--- src/hw/rtl/iida_pkg.sv ---
// ----------------------------------------------------------------------------
// iida_pkg: shared definitions for the indexed insert/delete array
// Field widths, request and status codes, and the broadcast command that
// the top level hands to every storage cell.
// ----------------------------------------------------------------------------
package iida_pkg;

  // Fixed field widths.
  localparam int unsigned DataW = 32;
  localparam int unsigned PosW  = 7;
  localparam int unsigned ActW  = 2;
  localparam int unsigned StW   = 2;

  // Default number of cells.
  localparam int unsigned DefCapacity = 64;

  // Cells per group of the registered read OR tree.
  localparam int unsigned GroupSize = 8;

  // Request codes.
  localparam logic [ActW-1:0] ActInsert = 2'd0;
  localparam logic [ActW-1:0] ActDelete = 2'd1;
  localparam logic [ActW-1:0] ActRead   = 2'd2;

  // Status codes.
  localparam logic [StW-1:0] StOk    = 2'd0;
  localparam logic [StW-1:0] StFull  = 2'd1;
  localparam logic [StW-1:0] StRange = 2'd2;

  // Command broadcast to every cell; ins and del are already qualified.
  typedef struct packed {
    logic             ins;
    logic             del;
    logic [PosW-1:0]  pos;
    logic [DataW-1:0] value;
  } op_t;

endpackage

--- src/hw/rtl/iida_cell.sv ---
// ----------------------------------------------------------------------------
// iida_cell: one storage cell of the shift array
// Holds one entry. For a target index at or below its own, it takes on an insert
// its lower neighbor's word (the new word if equal), on a delete its upper one's.
// ----------------------------------------------------------------------------
module iida_cell import iida_pkg::*; #(
  parameter int unsigned INDEX = 0
) (
  input  logic             clk_i,
  input  op_t              op_i,
  input  logic [DataW-1:0] left_i,
  input  logic [DataW-1:0] right_i,
  output logic [DataW-1:0] entry_o
);

  localparam logic [31:0] Idx = 32'(INDEX);

  logic [DataW-1:0] entry_q, entry_d;
  logic [31:0]      pos_w;

  assign pos_w = 32'(op_i.pos);

  // Pick the word this cell holds after the current request.
  always_comb begin
    entry_d = entry_q;
    if (op_i.ins) begin
      if (Idx == pos_w) begin
        entry_d = op_i.value;
      end else if (Idx > pos_w) begin
        entry_d = left_i;
      end
    end else if (op_i.del && (Idx >= pos_w)) begin
      entry_d = right_i;
    end
  end

  // Entry storage; undefined until written, so no reset.
  always_ff @(posedge clk_i) begin
    entry_q <= entry_d;
  end

  assign entry_o = entry_q;

endmodule

--- config.mk ---
export PLATFORM = sky130hd
export DESIGN_NAME = iida_cell
export DESIGN_NICKNAME = d
export VERILOG_FILES = /design/src/hw/rtl/iida_pkg.sv /design/src/hw/rtl/iida_cell.sv
export SDC_FILE = /design/constraint.sdc
export NUM_CORES = 1
export LEC_CHECK = 0
export BUFFER_PORTS_ARGS = -buffer_cell sky130_fd_sc_hd__buf_2
export CAP_MARGIN = 25
export CORE_MARGIN = 5
export CORE_UTILIZATION = 41
export CTS_CLUSTER_SIZE = 40
export DETAILED_ROUTE_END_ITERATION = 10
export PLACE_DENSITY = 0.83
export SLEW_MARGIN = 20
export SYNTH_ARGS = -nofsm -noshare
export SYNTH_HDL_FRONTEND = slang
export SYNTH_SLANG_ARGS = --single-unit
--- constraint.sdc ---
create_clock -name clk_i -period 5.98 [get_ports clk_i]
set_clock_uncertainty 0.1 [all_clocks]
set_input_delay 0.897 -clock clk_i [delete_from_list [all_inputs] [get_ports clk_i]]
set_output_delay 0.897 -clock clk_i [all_outputs]
set_load 0.05 [all_outputs]
==> impl_results.md, run 1 <==
- Status: complete, no violations
- Lkg Pwr: 1.19 nW
- Clock Tree Root: clkbuf_8
- Total CTS buffers: 5
- RSZ-0062 raised after global routing: no
- Iter 0 DRT Violations: roughly 130
- Detailed placer's ending HPWL: between 4000 and 5000 um
- GRT overflow: 0
- Share of the synthesized area in the top cell type: between 50% and 60%
- Fin Setup TNS: 0 ns
- Inserted Diodes: 0
- CTS Hold Bufs: 0
- Per-cell routed wire length: around 15 um
- Rel. slew slack: roughly three fifths
- Die width: slightly below 80 um
- Post-Syn Area: about 1900 um^2
- Clk sinks: 32
- Synth-to-layout area growth: 41.8%
- Routed Antenna Nets: 0
- Global-route wire length before repair: roughly 8700 um
- Pwr/cell area: 182 nW/um^2
- Worst EP required: 5.81 ns
- Fin util: between 60% and 70%
- Avg Cell Area, Syn: between 9 and 10 um^2
- Syn Nets: 308
- Slew Viols, Final: 0
- CP max FO: between 40 and 50
- CP Cell Sequence: buf_2, or4_4, nor3_2, buf_4
- Final worst path period share: between 40% and 50%
- Final wirelength: 5680 um
- Routability cong.: between 0.7 and 0.8
- Total iterations of the first detailed-routing run: 4
- Total Routing Usage GR: between 15 and 20%
- Hold depth: 3
- Worst path depth: 4
- CTS tree: built
- Tot Pwr: between 0.4 and 0.5 mW
- Fill cells: 400
- Gate Count Post-Synth: roughly 200
- Worst vdd ir: approximately 0.11 mV
- Fin area: around 2700 um^2
- Reg clk slew, reported paths: approximately 0.060 ns
- CP max-delay cell: or4_4
- PostCTS Resize Cnt: 0
- Row cnt: 24
- Initial Utilization: a little over two fifths
- Hold path endpoint: entry_o[8]
- Min-delay worst type: in2reg
- CP Class: in2reg
- Max reg flops: 32
- Vias per inst: between 5 and 6
- Cell taking the most area after synthesis: edfxtp_1
- Postcts setup bufs: 0
- Synth area leaders: edfxtp_1, o21ai_0, nand4b_1, o31a_1, nor2_1
- Top Family by Delay on Critical Path: simple AND/OR/NAND/NOR gates
- IO Pins: 138
- Chip height: between 70 and 80 um
- MaxCap Viol Count: 0
- Max Root-Sink Buffers: 2
- Max incr delay on CP: 0.76 ns
- Setup crit end kind: register
- Core Box Area: about 4400 um^2
- Clock period minus worst slack: roughly 2.7 ns
- Vias in the first global route: ~1900
- Crit start category: input pin
- Buf/Inv on CP: 2
- Final Hold Fails: 0
- Final worst slack: 3.28 ns
- Area after DPL: between 2000 and 3000 um^2
- HP Start: right_i[8]
- Port-buffer cells: between 100 and 150
- Total Nets Final: ~440
- Final Setup Violations: 0
- Largest net degree at the start of global routing: 66
- Worst-Margin Slew: about 0.57 ns
- Full die area: just over 6000 um^2
- Max Freq: roughly 370 MHz
- Sequential fraction of the synthesis area: between 50% and 60%
- Layout cell share with drive strength beyond 1: roughly 45%
- Crit path arrival time: between 2 and 3 ns
- DR vias: 2020
- Number of H-tree levels: 2
- Synth warn: 0
- DRC viols: 0
- Synth cell types: 15
- DP Worst Slack: 2.98 ns
- Initial antenna violation count: 0
- Synth Register Bits: 32
## power by group
group	internal, mW	total (mW)	switching [mW]
combinational	0.0437	0.0872	0.0435
clock	0.0808	0.153	0.0721
sequential	0.250	0.250	0.000301
total	0.374	0.490	0.116
## final cells by class
class	count	area [um^2]	area share (%)
Clock buffer	7	76.3	2.84
Clock inverter	1	3.75	0.140
Inverter	16	60.1	2.23
Multi-Input combinational cell	134	788	29.3
Sequential cell	32	961	35.7
Tap cell	52	65.1	2.42
Timing Repair Buffer	142	736	27.3
## synth_stat cells
cell,count
nor2_1,34
edfxtp_1,32
o21ai_0,32
a21oi_1,16
a31oi_1,16
clkbuf_1,16
inv_1,16
nand4b_1,16
o31a_1,16
buf_2,2
buf_6,2
nor3_1,1
nor4_2,1
or3_1,1
or4_4,1
## layer usage
metal | wire, um | GRT usage, %
met1 | 2170 | 21.0
met2 | 2850 | 29.4
met3 | 531 | 5.38
met4 | 121 | 7.09
met5 | 0 | 0
## tightest hold or removal path, delay by kind of cell
| family | cells | cell delay, ns |
|---|---|---|
| AND/OR/NAND/NOR | 1 | 0.03 |
| buffers and inverters | 1 | 0.07 |
| AO/OA/AOI/OAI | 1 | 0.10 |
## worst max path at each step
stage	from	endpoint
detailed placement	op_i[36]	entry_o[8]
global placement	op_i[36]	entry_o[22]
finish	op_i[36]	entry_o[18]
floorplan	op_i[36]	entry_o[0]
CTS	op_i[36]	entry_o[24]
global route	op_i[36]	entry_o[17]
## through the flow
stage,instances,hold WS (ns)
6_report,384,0.834
3_3_place_gp,374,1.12
4_1_cts,382,0.825
2_1_floorplan,202,1.02
3_5_place_dp,374,1.12
5_1_grt,384,0.841
## cells by family after synthesis
kind of cell / synth area share [%]
AO/OA/AOI/OAI: 25.3
buffers and inverters: 8.05
AND/OR/NAND/NOR: 16.0
flip-flops: 50.7
## cells in the final DEF (no fill, tap or decap), drive strengths merged
master / count
a21oi: 16
a31oi: 16
buf: 142
clkbuf: 7
clkinv: 1
edfxtp: 32
inv: 16
nand4b: 16
nor2: 34
nor3: 1
nor4: 1
o21ai: 32
o31a: 16
or3: 1
or4: 1
Power figures use the tool's default switching activity.
==> run 2: changes to the inputs <==
clock period = 2.75 ns   (was 5.98 ns; I/O delays follow)
==> impl_results.md, run 2 (same netlist as run 1, synthesis figures left out) <==
- Status: complete, no violations
- Global-route wire length before repair: between 9000 and 10000 um
- Fin Hold WS: between 0.3 and 0.4 ns
- Lkg Pwr: between 1 and 1.5 nW
- Routed Antenna Nets: 0
- Top Family by Delay on Critical Path: simple AND/OR/NAND/NOR gates
- Slew Viols, Final: 0
- CP max-delay cell: or4_4
- Row cnt: 24
- Int Pwr: ~0.81 mW
- PostCTS Resize Cnt: 0
- Rel. slew slack: about three fifths
- Largest net degree at the start of global routing: 38
- Core Box Area: around 4400 um^2
- Crit start category: input pin
- Clock period minus worst slack: between 1.5 and 2 ns
- Min-delay worst type: in2reg
- Total iterations of the first detailed-routing run: 4
- Fin util: a little over 60%
- Worst-Margin Slew: roughly 0.58 ns
- Pwr/cell area: just under 400 nW/um^2
- Vias per inst: between 5 and 6
- CP Cell Sequence: buf_2, or4_4, buf_4, o31a_1, a21oi_1
- Vias in the first global route: approximately 2000
- Most frequent cells in the layout: buf_2, nor2_1, o21ai_0, edfxtp_1
- CTS tree: built
- Clk sinks: 32
- Clock Tree Root: clkbuf_8
- DP Worst Slack: between 0.5 and 0.6 ns
- Total Routing Usage GR: between 10% and 20%
- Total Nets Final: between 400 and 500
- P_sw: 0.258 mW
- Final worst path period share: roughly 69%
- Max incr delay on CP: 0.68 ns
- RSZ-0062 raised after global routing: no
- Number of H-tree levels: 2
- Sw Ratio: 24.1%
- DRC viols: 0
- Initial Utilization: 43.0%
- Total CTS buffers: 5
- Area after DPL: about 2600 um^2
- Seq pwr share: 50.7%
- Layout cell share with drive strength beyond 1: a little under half
- Synth-to-layout area growth: 42.7%
- Port-buffer cells: approximately 140
- Chip height: around 80 um
- Most common cell after layout, fill and taps aside: buf_2
- Tot Pwr: between 1 and 1.5 mW
- Initial antenna violation count: 0
- GRT overflow: 0
- Fill cells: 363
- CTS Hold Bufs: 0
- Inserted Diodes: 0
- Fin cells: between 300 and 400
- Max Freq: 526 MHz
- Routability cong.: 0.762
- Reg clk slew, reported paths: ~0.06 ns
- Max reg flops: 32
- Worst vdd ir: between 0.15 and 0.2 mV
- CP Class: in2reg
- Fin area: 2710 um^2
- Final worst slack: 0.847 ns
- Postcts setup bufs: 0
- Detailed placer's ending HPWL: ~4400 um
- Worst EP required: approximately 2.8 ns
- Setup crit end kind: register
- Comb pwr share: between 10% and 20%
- Final Hold Fails: 0
- Per-cell routed wire length: about 15 um
- Buf/Inv on CP: 2
- CP max FO: 27
- MaxCap Viol Count: 0
- Max Root-Sink Buffers: 2
- Fin Setup TNS: 0 ns
- Cell count after placement: 379
- Final Setup Violations: 0
- IO Pins: 138
- Clock power share: about a third
- DR vias: just over 2000
- Die width: 78.0 um
- Final wirelength: roughly 5700 um
- Crit path arrival time: 1.93 ns
- Iter 0 DRT Violations: 73
- Full die area: just over 6000 um^2
[run 2: cell count changes in the layout (fill, tap and decap cells not counted), sizes merged]
cell / delta
buf: +3
[run 2: final cells by class]
cell class / instances / area [um^2] / area share, %
clock inverter: 1 / 3.75 / 0.139
multi-input combinational: 134 / 795 / 29.4
timing repair buffer: 145 / 746 / 27.6
inverter: 16 / 60.1 / 2.22
tap: 52 / 65.1 / 2.40
sequential: 32 / 961 / 35.5
clock buffer: 7 / 76.3 / 2.82
[run 2: worst paths after layout]
check / start / to / slack [ns] / cells past startpoint
setup / recovery: op_i[36] / entry_o[11] / 0.85 / 5
hold / removal: right_i[22] / entry_o[22] / 0.36 / 3
[run 2: tightest hold or removal path: stages]
cell	delay, ns
buf_2	0.08
nor2_1	0.03
a21oi_1	0.10
[run 2: power by group through the flow]
stage	Combinational (mW)	Clock, mW	Sequential (mW)
6_report	0.189	0.339	0.544
5_1_grt	0.211	0.373	0.544
4_1_cts	0.190	0.350	0.544
3_5_place_dp	0.189	0	0.554
3_3_place_gp	0.184	0	0.554
2_1_floorplan	0.0877	0	0.563
[run 2: metal layers]
layer  global-route usage, %  wire [um]  part of all wire (%)  vias to the layer above
li1                        -          -                     -                     1018
met1                    20.8       2140                    37                      919
met2                    32.3       2860                    50                      103
met3                    6.18        595                    10                       11
met4                    6.59        121                   2.1                        0
met5                       0          0                     0                        -
==> run 3: changes to the inputs <==
clock period = 1.9 ns   (was 2.75 ns; I/O delays follow)
==> impl_results.md, run 3 (same netlist as run 1, synthesis figures left out) <==
- DR vias: roughly 2000
- Final worst slack: roughly 0.24 ns
- Inserted Diodes: 0
- Top Family by Delay on Critical Path: simple AND/OR/NAND/NOR gates
- DRC viols: 0
- Final worst path period share: 87.2%
- IO Pins: 138
- Max Root-Sink Buffers: 2
- Fin cells: 389
- Slew Viols, Final: 0
- Fin Setup TNS: 0 ns
- Worst path depth: 5
- Critical path capture point: entry_o[13]
- Initial antenna violation count: 0
- Crit path arrival time: 1.67 ns
- Largest net degree at the start of global routing: 39
- Pwr/cell area: roughly 560 nW/um^2
- Clock power share: 30.9%
- Lkg Pwr: around 1.2 nW
- Number of H-tree levels: 2
- Total CTS buffers: 5
- Die width: 78.0 um
- Seq pwr share: about half
- Worst-Margin Slew: roughly 0.35 ns
- CP Cell Sequence: buf_2, or4_4, buf_12, o31a_1, a21oi_1
- Rel. slew slack: between 70 and 80%
- Postcts setup bufs: 0
- P_sw: roughly 0.36 mW
- Most common cell after layout, fill and taps aside: buf_2
- Clock period minus worst slack: approximately 1.7 ns
- CP max-delay cell: or4_4
- Row cnt: 24
- Fin util: 62.5%
- Final Setup Violations: 0
- Final Hold Fails: 0
- Crit start category: input pin
- Core Box Area: ~4400 um^2
- Total Nets Final: roughly 440
- Total iterations of the first detailed-routing run: 4
- CP max FO: 24
- Reg clk slew, reported paths: about 0.06 ns
- Clock Tree Root: clkbuf_8
- Detailed placer's ending HPWL: about 4300 um
- Worst vdd ir: between 0.4 and 0.5 mV
- Most frequent cells in the layout: buf_2, nor2_1, o21ai_0, edfxtp_1
- PostCTS Resize Cnt: 0
- Comb pwr share: 18.2%
- Sw Ratio: between 20% and 30%
- Buf/Inv on CP: 2
- Max reg flops: 32
- RSZ-0062 raised after global routing: no
- Setup crit end kind: register
- Clk sinks: 32
- Status: complete, no violations
- Final wirelength: around 5700 um
- Worst EP required: between 1.5 and 2 ns
- Vias in the first global route: 2004
- Min-delay worst type: in2reg
- Port-buffer cells: around 140
- CTS tree: built
- Synth-to-layout area growth: 45.4%
- MaxCap Viol Count: 0
- HP Start: right_i[22]
- Tot Pwr: between 1.5 and 2 mW
- Initial Utilization: approximately 43%
- CP Launch Point: op_i[36]
- Max Freq: just over 600 MHz
- Full die area: 6090 um^2
- Fin Hold WS: 0.229 ns
- DP Worst Slack: -0.0160 ns
- Fin area: 2760 um^2
- Fill cells: slightly below 400
- Global-route wire length before repair: between 9000 and 10000 um
- Cell count after placement: between 300 and 400
- Routed Antenna Nets: 0
- CP Class: in2reg
- Routability cong.: around 0.75
- CTS Hold Bufs: 0
- Chip height: just under 80 um
- Layout cell share with drive strength beyond 1: between 40% and 50%
- Per-cell routed wire length: between 10 and 15 um
- Iter 0 DRT Violations: about 110
- Total Routing Usage GR: 18.2%
- Max incr delay on CP: ~0.63 ns
- GRT overflow: 0
- Area after DPL: 2680 um^2
- Vias per inst: between 5 and 6
- Int Pwr: 1.18 mW
[run 3: cell types whose count changed in the layout (fill, tap and decap cells not counted), sizes merged]
cell / change
buf: +2
[run 3: how the worst min path moves through the flow]
stage               slack (ns)  depth (start not counted)           to
floorplan                 0.41                          2   entry_o[0]
global placement          0.50                          3  entry_o[31]
detailed placement        0.51                          3  entry_o[11]
CTS                       0.22                          3  entry_o[31]
global route              0.23                          3  entry_o[31]
finish                    0.23                          3  entry_o[22]
[run 3: routing by layer]
metal / GRT usage (%) / wire (um)
met1: 21.4 / 2090
met2: 30.6 / 2840
met3: 6.18 / 652
met4: 6.93 / 70
met5: 0 / 0
[run 3: final cells by class]
type / count / area (um^2) / share of cell area [%]
Tap cell: 52 / 65.1 / 2.36
Sequential cell: 32 / 961 / 34.8
Timing Repair Buffer: 147 / 798 / 28.9
Clock buffer: 7 / 76.3 / 2.77
Clock inverter: 1 / 3.75 / 0.136
Inverter: 16 / 60.1 / 2.18
Multi-Input combinational cell: 134 / 795 / 28.8
[run 3: power by group through the flow]
stage                     Clock, mW  Combinational, mW  Sequential, mW
after global routing          0.528              0.315           0.787
after detailed placement          0              0.282           0.802
final                         0.479              0.282           0.787
after floorplan                   0              0.128           0.816
after global placement            0              0.275           0.802
after CTS                     0.497              0.283           0.787
